**src/hdl/kelr_pkg.sv**
```systemverilog
// Types, key codes and layer tables shared by the key event layer remapper.
`default_nettype none
package kelr_pkg;

    localparam int LAYER_KEYS = 33;
    localparam int LAYER_IDX_W = $clog2(LAYER_KEYS);
    localparam int MAX_RES = 3;

    localparam logic [4:0] TYPE_SYN = 5'd0;
    localparam logic [4:0] TYPE_KEY = 5'd1;

    localparam logic [15:0] KEY_ESC      = 16'd1;
    localparam logic [15:0] KEY_BACKTICK = 16'd41;
    localparam logic [15:0] KEY_CAPS     = 16'd58;
    localparam logic [15:0] KEY_PRTSC    = 16'd99;
    localparam logic [15:0] KEY_MENU     = 16'd127;
    localparam logic [15:0] KEY_RETURN   = 16'd28;
    localparam logic [15:0] KEY_RCTRL    = 16'd97;
    localparam logic [15:0] KEY_RALT     = 16'd100;
    localparam logic [15:0] CODE_NONE    = 16'd0;

    localparam logic signed [31:0] VAL_RELEASE = 32'sd0;
    localparam logic signed [31:0] VAL_PRESS   = 32'sd1;

    localparam logic [15:0] LAYER_SRC [LAYER_KEYS] = '{
        16'd35, 16'd36, 16'd37, 16'd38, 16'd24, 16'd25, 16'd26, 16'd27,
        16'd50, 16'd51, 16'd52,
        16'd2,  16'd3,  16'd4,  16'd5,  16'd6,  16'd7,  16'd8,  16'd9,
        16'd10, 16'd11, 16'd12, 16'd13,
        16'd47, 16'd44, 16'd45, 16'd46, 16'd30, 16'd31, 16'd32, 16'd16,
        16'd17, 16'd18
    };

    localparam logic [15:0] LAYER_DST [LAYER_KEYS] = '{
        16'd105, 16'd108, 16'd103, 16'd106, 16'd102, 16'd107, 16'd104, 16'd109,
        16'd113, 16'd114, 16'd115,
        16'd59,  16'd60,  16'd61,  16'd62,  16'd63,  16'd64,  16'd65,  16'd66,
        16'd67,  16'd68,  16'd87,  16'd88,
        16'd11,  16'd2,   16'd3,   16'd4,   16'd5,   16'd6,   16'd7,   16'd8,
        16'd9,   16'd10
    };

    typedef struct packed {
        logic [4:0]         ev_type;
        logic [15:0]        code;
        logic signed [31:0] value;
    } t_kevent;

    typedef struct packed {
        logic                  alt_held;
        logic                  enter_held;
        logic                  enter_used;
        logic [LAYER_KEYS-1:0] layer_set;
    } t_kstate;

endpackage
`default_nettype wire

```
**src/hdl/key_event_layer_remapper.sv**
```systemverilog
// Top level of the key event layer remapper: input register, translation, result buffer.
`default_nettype none
// Each accepted item is held in an input register, translated combinationally and
// loaded into a three-entry result buffer that drains one result per cycle while
// i_stall is low. An item that yields one result is taken every cycle while i_stall
// is low; an item that yields three results holds the output for all three, and a
// Right Alt event or an Enter press yields none. The input register takes the next
// item while the buffer still holds results, so the throughput is set by the number
// of results per item at the output port. An item passes the input register and then
// the result buffer. o_last marks the final result of each item that yields any.
module key_event_layer_remapper
    import kelr_pkg::*;
(
    input  wire                i_clk,
    input  wire                i_rst_n,
    input  wire                i_valid,
    output logic               o_stall,
    input  wire [4:0]          i_event_type,
    input  wire [15:0]         i_event_code,
    input  wire signed [31:0]  i_event_value,
    output logic               o_valid,
    input  wire                i_stall,
    output logic [4:0]         o_out_type,
    output logic [15:0]        o_out_code,
    output logic signed [31:0] o_out_value,
    output logic               o_last
);

    logic          r_in_vld;
    t_kevent       r_in;
    t_kstate       r_state;
    t_kevent [2:0] r_buf;
    logic [1:0]    r_cnt;
    logic [1:0]    r_idx;

    t_kstate       n_state;
    t_kevent [2:0] n_res;
    logic [1:0]    n_num;
    t_kevent       sel;
    logic          last_taken;
    logic          move;
    logic          in_acc;

    kelr_xlate u_xlate (
        .i_ev    (r_in),
        .i_state (r_state),
        .o_state (n_state),
        .o_res   (n_res),
        .o_num   (n_num)
    );

    always_comb begin
        case (r_idx)
            2'd0:    sel = r_buf[0];
            2'd1:    sel = r_buf[1];
            2'd2:    sel = r_buf[2];
            default: sel = r_buf[0];
        endcase
    end

    assign o_valid     = (r_cnt != 2'd0);
    assign o_last      = (r_idx == (r_cnt - 2'd1));
    assign o_out_type  = sel.ev_type;
    assign o_out_code  = sel.code;
    assign o_out_value = sel.value;

    assign last_taken = o_valid && !i_stall && o_last;
    assign move       = r_in_vld && (!o_valid || last_taken);
    assign o_stall    = r_in_vld && !move;
    assign in_acc     = i_valid && !o_stall;

    always_ff @(posedge i_clk) begin
        if (in_acc) begin
            r_in <= '{ev_type: i_event_type, code: i_event_code, value: i_event_value};
        end
        if (move) begin
            r_buf <= n_res;
        end
    end

    always_ff @(posedge i_clk) begin
        if (!i_rst_n) begin
            r_in_vld <= 1'b0;
            r_state  <= '0;
            r_cnt    <= 2'd0;
            r_idx    <= 2'd0;
        end else begin
            if (in_acc) begin
                r_in_vld <= 1'b1;
            end else if (move) begin
                r_in_vld <= 1'b0;
            end
            if (move) begin
                r_state <= n_state;
                r_cnt   <= n_num;
                r_idx   <= 2'd0;
            end else if (last_taken) begin
                r_cnt <= 2'd0;
                r_idx <= 2'd0;
            end else if (o_valid && !i_stall) begin
                r_idx <= r_idx + 2'd1;
            end
        end
    end

endmodule
`default_nettype wire

```
**src/hdl/kelr_xlate.sv**
```systemverilog
// Translation of one input event into up to three output events and next state.
`default_nettype none
module kelr_xlate
    import kelr_pkg::*;
(
    input  wire t_kevent    i_ev,
    input  wire t_kstate    i_state,
    output t_kstate         o_state,
    output t_kevent [2:0]   o_res,
    output logic [1:0]      o_num
);

    logic [15:0]            code;
    logic                   press;
    logic                   hit;
    logic [LAYER_IDX_W-1:0] idx;
    logic [15:0]            dst;
    logic [LAYER_KEYS-1:0]  bitmask;
    logic [15:0]            out_code;

    // fixed swaps
    always_comb begin
        case (i_ev.code)
            KEY_CAPS:  code = KEY_ESC;
            KEY_ESC:   code = KEY_BACKTICK;
            KEY_PRTSC: code = KEY_MENU;
            default:   code = i_ev.code;
        endcase
    end

    // layer source codes are distinct, so at most one entry matches
    always_comb begin
        hit = 1'b0;
        idx = '0;
        dst = '0;
        for (int i = 0; i < LAYER_KEYS; i++) begin
            if (LAYER_SRC[i] == code) begin
                hit = 1'b1;
                idx = LAYER_IDX_W'(i);
                dst = LAYER_DST[i];
            end
        end
    end

    assign press   = (i_ev.value != VAL_RELEASE);
    assign bitmask = hit ? (LAYER_KEYS'(1) << idx) : '0;

    always_comb begin
        o_state  = i_state;
        o_res[0] = i_ev;
        o_res[1] = '{ev_type: TYPE_SYN, code: CODE_NONE, value: VAL_RELEASE};
        o_res[2] = '{ev_type: TYPE_SYN, code: CODE_NONE, value: VAL_RELEASE};
        o_num    = 2'd1;
        out_code = code;
        if (i_ev.ev_type != TYPE_KEY) begin
            o_num = 2'd1;
        end else if (!press && ((i_state.layer_set & bitmask) != '0)) begin
            // release of a key recorded under the layer
            o_state.layer_set = i_state.layer_set & ~bitmask;
            o_res[0] = '{ev_type: TYPE_KEY, code: dst, value: i_ev.value};
        end else if (code == KEY_RETURN) begin
            if (!press) begin
                if (!i_state.enter_used) begin
                    o_res[0] = '{ev_type: TYPE_KEY, code: KEY_RETURN, value: VAL_PRESS};
                    o_res[2] = '{ev_type: TYPE_KEY, code: KEY_RETURN, value: VAL_RELEASE};
                    o_num    = 2'd3;
                end else begin
                    o_res[0] = '{ev_type: TYPE_KEY, code: KEY_RCTRL, value: VAL_RELEASE};
                end
                o_state.enter_used = 1'b0;
                o_state.enter_held = 1'b0;
            end else begin
                o_state.enter_held = 1'b1;
                o_num = 2'd0;
            end
        end else if (code == KEY_RALT) begin
            o_state.alt_held = press;
            o_num = 2'd0;
        end else begin
            if (i_state.alt_held && hit && press) begin
                o_state.layer_set = i_state.layer_set | bitmask;
                out_code = dst;
            end
            if (press && i_state.enter_held && !i_state.enter_used) begin
                // Enter acts as Right Ctrl from here on
                o_state.enter_used = 1'b1;
                o_res[0] = '{ev_type: TYPE_KEY, code: KEY_RCTRL, value: VAL_PRESS};
                o_res[1] = '{ev_type: TYPE_KEY, code: out_code, value: i_ev.value};
                o_num    = 2'd3;
            end else begin
                o_res[0] = '{ev_type: TYPE_KEY, code: out_code, value: i_ev.value};
            end
        end
    end

endmodule
`default_nettype wire

```
**config.mk**
```make
export PLATFORM = sky130hd
export DESIGN_NAME = key_event_layer_remapper
export DESIGN_NICKNAME = d
export VERILOG_FILES = /design/src/hdl/kelr_pkg.sv /design/src/hdl/key_event_layer_remapper.sv /design/src/hdl/kelr_xlate.sv
export SDC_FILE = /design/constraint.sdc
export NUM_CORES = 1
export LEC_CHECK = 0
export BUFFER_PORTS_ARGS = -buffer_cell sky130_fd_sc_hd__buf_2
export CORE_AREA = 2 2 143 145
export DETAILED_ROUTE_END_ITERATION = 10
export DIE_AREA = 0 0 145 147
export PLACE_DENSITY = 0.75
export SLEW_MARGIN = 10
export SYNTH_ARGS = -nofsm -noshare
export SYNTH_HDL_FRONTEND = slang
export SYNTH_SLANG_ARGS = --single-unit
```
**constraint.sdc**
```tcl
create_clock -name i_clk -period 5.14 [get_ports i_clk]
set_input_delay 1.028 -clock i_clk [delete_from_list [all_inputs] [get_ports i_clk]]
set_output_delay 1.028 -clock i_clk [all_outputs]
set_load 0.01 [all_outputs]
```
==> out/summary.txt <==
CLOCKING
---------------------------------------------------------------------------------
CTS tree                                                                      yes
Number of buffers created by CTS                                               17
Number of sinks on the clock net                                              197
Count of hold-fix buffers inserted at cts                                       0
Root buffer cell                                                        clkbuf_16
Maximum clock insertion buffer count                                            2
Number of instances resized during post-cts repair                              0
CTS H-tree depth                                                                4
Count of buffers added by post-CTS timing repair for setup                      0
Clock slew seen by the registers of the worst setup and hold paths          80 ps
Latest clock arrival within the worst-skew pair                            440 ps

WORST SETUP PATH
---------------------------------------------------------------------------------
Worst path slowest cell                                                    nor2_1
Reg-to-reg critical path endpoint                                    r_buf[37]$_DFFE_PP_
Slack of the worst reg-to-reg path                                         440 ps
Maximum fanout encountered on the critical timing path                         12
Required time reported for the critical path endpoint                     5320 ps
Beginning of the worst register-to-register path                     r_in[32]$_DFFE_PP_
Kind of start point of the critical path                                flip-flop
Crit-path cells                                                      nor2b_1 > a31oi_1 > nor2_1 > nand3_1 > o211a_1 > nand4b_1 > a21oi_1 > o31a_1 > a211oi_2 > a2bb2oi_2
Arr. time, crit path                                                      4880 ps
Critical path capture point type                                        flip-flop
Delay of the slowest critical-path stage                                   800 ps
Worst-case reg-to-reg path depth                                               10
Kind of critical path                                                  reg -> reg

STA
---------------------------------------------------------------------------------
Post-Route Setup TNS                                                         0 ps
Number of slew-limit violations in the final report                             0
Worst clock skew on the final layout                                      13.0 ps
Relative slew margins                                                       26.5%
Period utilization                                                          91.5%
Endpoints failing setup                                                         0
Setup slack after layout                                                   436 ps
Final critical path time including I/O delays and setup                   4700 ps
Highest attainable clock frequency                                        213 MHz
Final Hold Fails                                                                0
Slew at the pin closest to its max-slew limit                             1100 ps
RSZ-0062 raised after global routing                                        false

YOSYS
---------------------------------------------------------------------------------
Yosys warning count                                                             0
Synth cell types                                                               89
Number of synthesized flops with an enable pin                                156
Post-synthesis cell count                                                     966
Xor-xnor portion of the synthesized cell area                              0.341%
Synth async-reset ratio                                                        0%
Mean instance size in the synthesized netlist                            10.6 um2
Synth Area in Adders                                                       0.366%
Most used flip-flop cell after synthesis                                 edfxtp_1
Net Count, Synth                                                             1026
Dominant combinational cell family by area after synthesis           simple AND/OR/NAND/NOR gates
Cell area after synthesis                                               10300 um2
Portion of netlist area occupied by mux cells                              0.939%
Fraction of the yosys area taken by sequential cells                        53.6%
Yosys reg bits                                                                197
Post-synthesis compound-gate area fraction                                  18.4%
Post-Synth Simple-Gate Area                                                 22.7%

FINISH
---------------------------------------------------------------------------------
Area Overhead vs Synth                                                      15.6%
Antenna cells                                                                   0
Share of layout cells above drive strength 1                                21.6%
Nets@finish                                                                  1134

ROUTE
---------------------------------------------------------------------------------
DR iter-0 viols                                                               972
DRC viols                                                                       0
Routed wire length per instance                                           23.2 um
Final ANT Viol Nets                                                             0
Number of detailed-route iterations in the first pass                           6
Detail-routed via count per cell                                             6.38
Via count                                                                    8653
Routed wire length                                                       31500 um

FLOORPLAN
---------------------------------------------------------------------------------
Chip height                                                                147 um
Area of the core region                                                 19800 um2
Starting utilization of the core area                                       51.7%
Total die area                                                          21300 um2
Die Width                                                                  145 um
Floorplan row count                                                            52
Io pins                                                                       113

RUN STATUS
---------------------------------------------------------------------------------
Result of the run                                                    complete, no violations

GLOBAL ROUTE
---------------------------------------------------------------------------------
Gr ovfl total                                                                   0
Pin count of the biggest net entering global routing                           65
Number of global-route vias before repair                                    8358
Wire length of the first global-routing pass                             48800 um
Global Route Usage Sum                                                      29.7%
Initial antenna violation count                                                 0

WORST HOLD PATH
---------------------------------------------------------------------------------
End of the worst hold path                                           r_buf[49]$_DFFE_PP_
Number of cells on the worst hold path                                          0
Hold path start                                                      r_in[49]$_DFFE_PP_
Class of the most critical hold timing path                            reg -> reg

PWR
---------------------------------------------------------------------------------
Pwr per Cell Area                                                      295 nW/um2
Leak                                                                      4.20 nW
Worst VDD drop                                                           0.220 mV

PLACE
---------------------------------------------------------------------------------
Dpl hpwl                                                                 22700 um
Post-placement worst setup slack                                           571 ps
PortBufs                                                                      112
Gp weighted congestion                                                       1.03

RUN
---------------------------------------------------------------------------------
Max-cap violations                                                              0

-- layout make-up --
class	count	area [um2]
fill	1641	7980
sequential	197	5510
multi-input combinational	677	4410
timing repair buffer	163	956
clock buffer	17	425
tap	270	338
clock inverter	15	161
inverter	18	70.1
-- routing by layer --
layer  vias up  GRT usage [%]  share of wire (%)
met5         -              0                  0
met4         0           15.2                5.3
met3       118           5.16                8.4
met2       501           47.8                 46
met1      4104           38.9                 40
li1       3930              -                  -
-- synth_stat cells, drive strengths merged (9+ instances only) --
cell type | count | area [um2]
dfxtp | 41 | 821
nor2b | 20 | 125
a31oi | 18 | 113
buf | 21 | 104
nor4 | 38 | 310
nand3 | 32 | 173
a22o | 44 | 385
nand4 | 13 | 87.6
and2 | 92 | 576
nand2 | 49 | 186
edfxtp | 156 | 4680
clkbuf | 53 | 199
inv | 17 | 63.8
nor2 | 58 | 218
a21oi | 52 | 272
nor3 | 52 | 265
and3 | 9 | 56.3
o21ai | 59 | 314
-- report_power, final --
group	switching, mW	internal (mW)	total (mW)	leakage [nW]
sequential	0.0439	1.80	1.84	1.81
clock	0.667	0.650	1.32	0.276
combinational	0.212	0.130	0.342	2.12
total	0.923	2.58	3.50	4.20
-- metrics by stage --
step / utilization, % / cells / hold slack [ps] / cell area (um2) / power, mW
after floorplan: - / 966 / 452 / 10300 / 2.08
after global placement: 56.8 / 1325 / 427 / 11300 / 2.21
after detailed placement: 56.8 / 1325 / 434 / 11300 / 2.22
after CTS: 59.8 / 1357 / 451 / 11900 / 3.51
after global routing: 59.8 / 1357 / 476 / 11900 / 3.61
final: 59.8 / 1357 / 448 / 11900 / 3.50
-- cells in the final DEF, fill, tap and decap left out, drive strengths merged, types with 7 or more instances in the layout --
cell	synthesis	routed
clkinv	1	7
a31oi	18	18
o211ai	8	8
nand4	13	13
edfxtp	156	156
nor2b	20	20
o21ai	59	59
dfxtp	41	41
clkbuf	53	17
buf	21	163
nor2	58	58
a22o	44	44
and3	9	9
nand3	32	32
nand2	49	49
inv	17	23
nor4	38	38
and2	92	92
nor3	52	52
a21oi	52	52
-- cell families after synthesis --
group           count (synthesis)
flops                         197
simple gates                  404
fa+ha+maj                       3
compound gates                257
buf+inv                        92
xor+xnor                        4
mux                             9
-- worst max-delay path, delay by kind of cell, from the launching register on --
| family | cells | cell delay, ps |
|---|---|---|
| AOI/OAI and AO/OA | 6 | 1580 |
| DFF | 1 | 640 |
| and+or+nand+nor | 4 | 2220 |
-- worst max path at each step --
stage	from	endpoint	slack, ps	cells past startpoint
floorplan	i_stall	flip-flop	250	8
global placement	r_in[32]$_DFFE_PP_	r_buf[35]$_DFFE_PP_	690	11
detailed placement	r_in[32]$_DFFE_PP_	r_buf[37]$_DFFE_PP_	570	10
CTS	r_in[32]$_DFFE_PP_	r_buf[37]$_DFFE_PP_	570	10
global route	r_in[32]$_DFFE_PP_	r_buf[35]$_DFFE_PP_	240	10
finish	r_in[32]$_DFFE_PP_	r_buf[37]$_DFFE_PP_	440	10
Note: power is estimated with default switching activity, not from simulation.
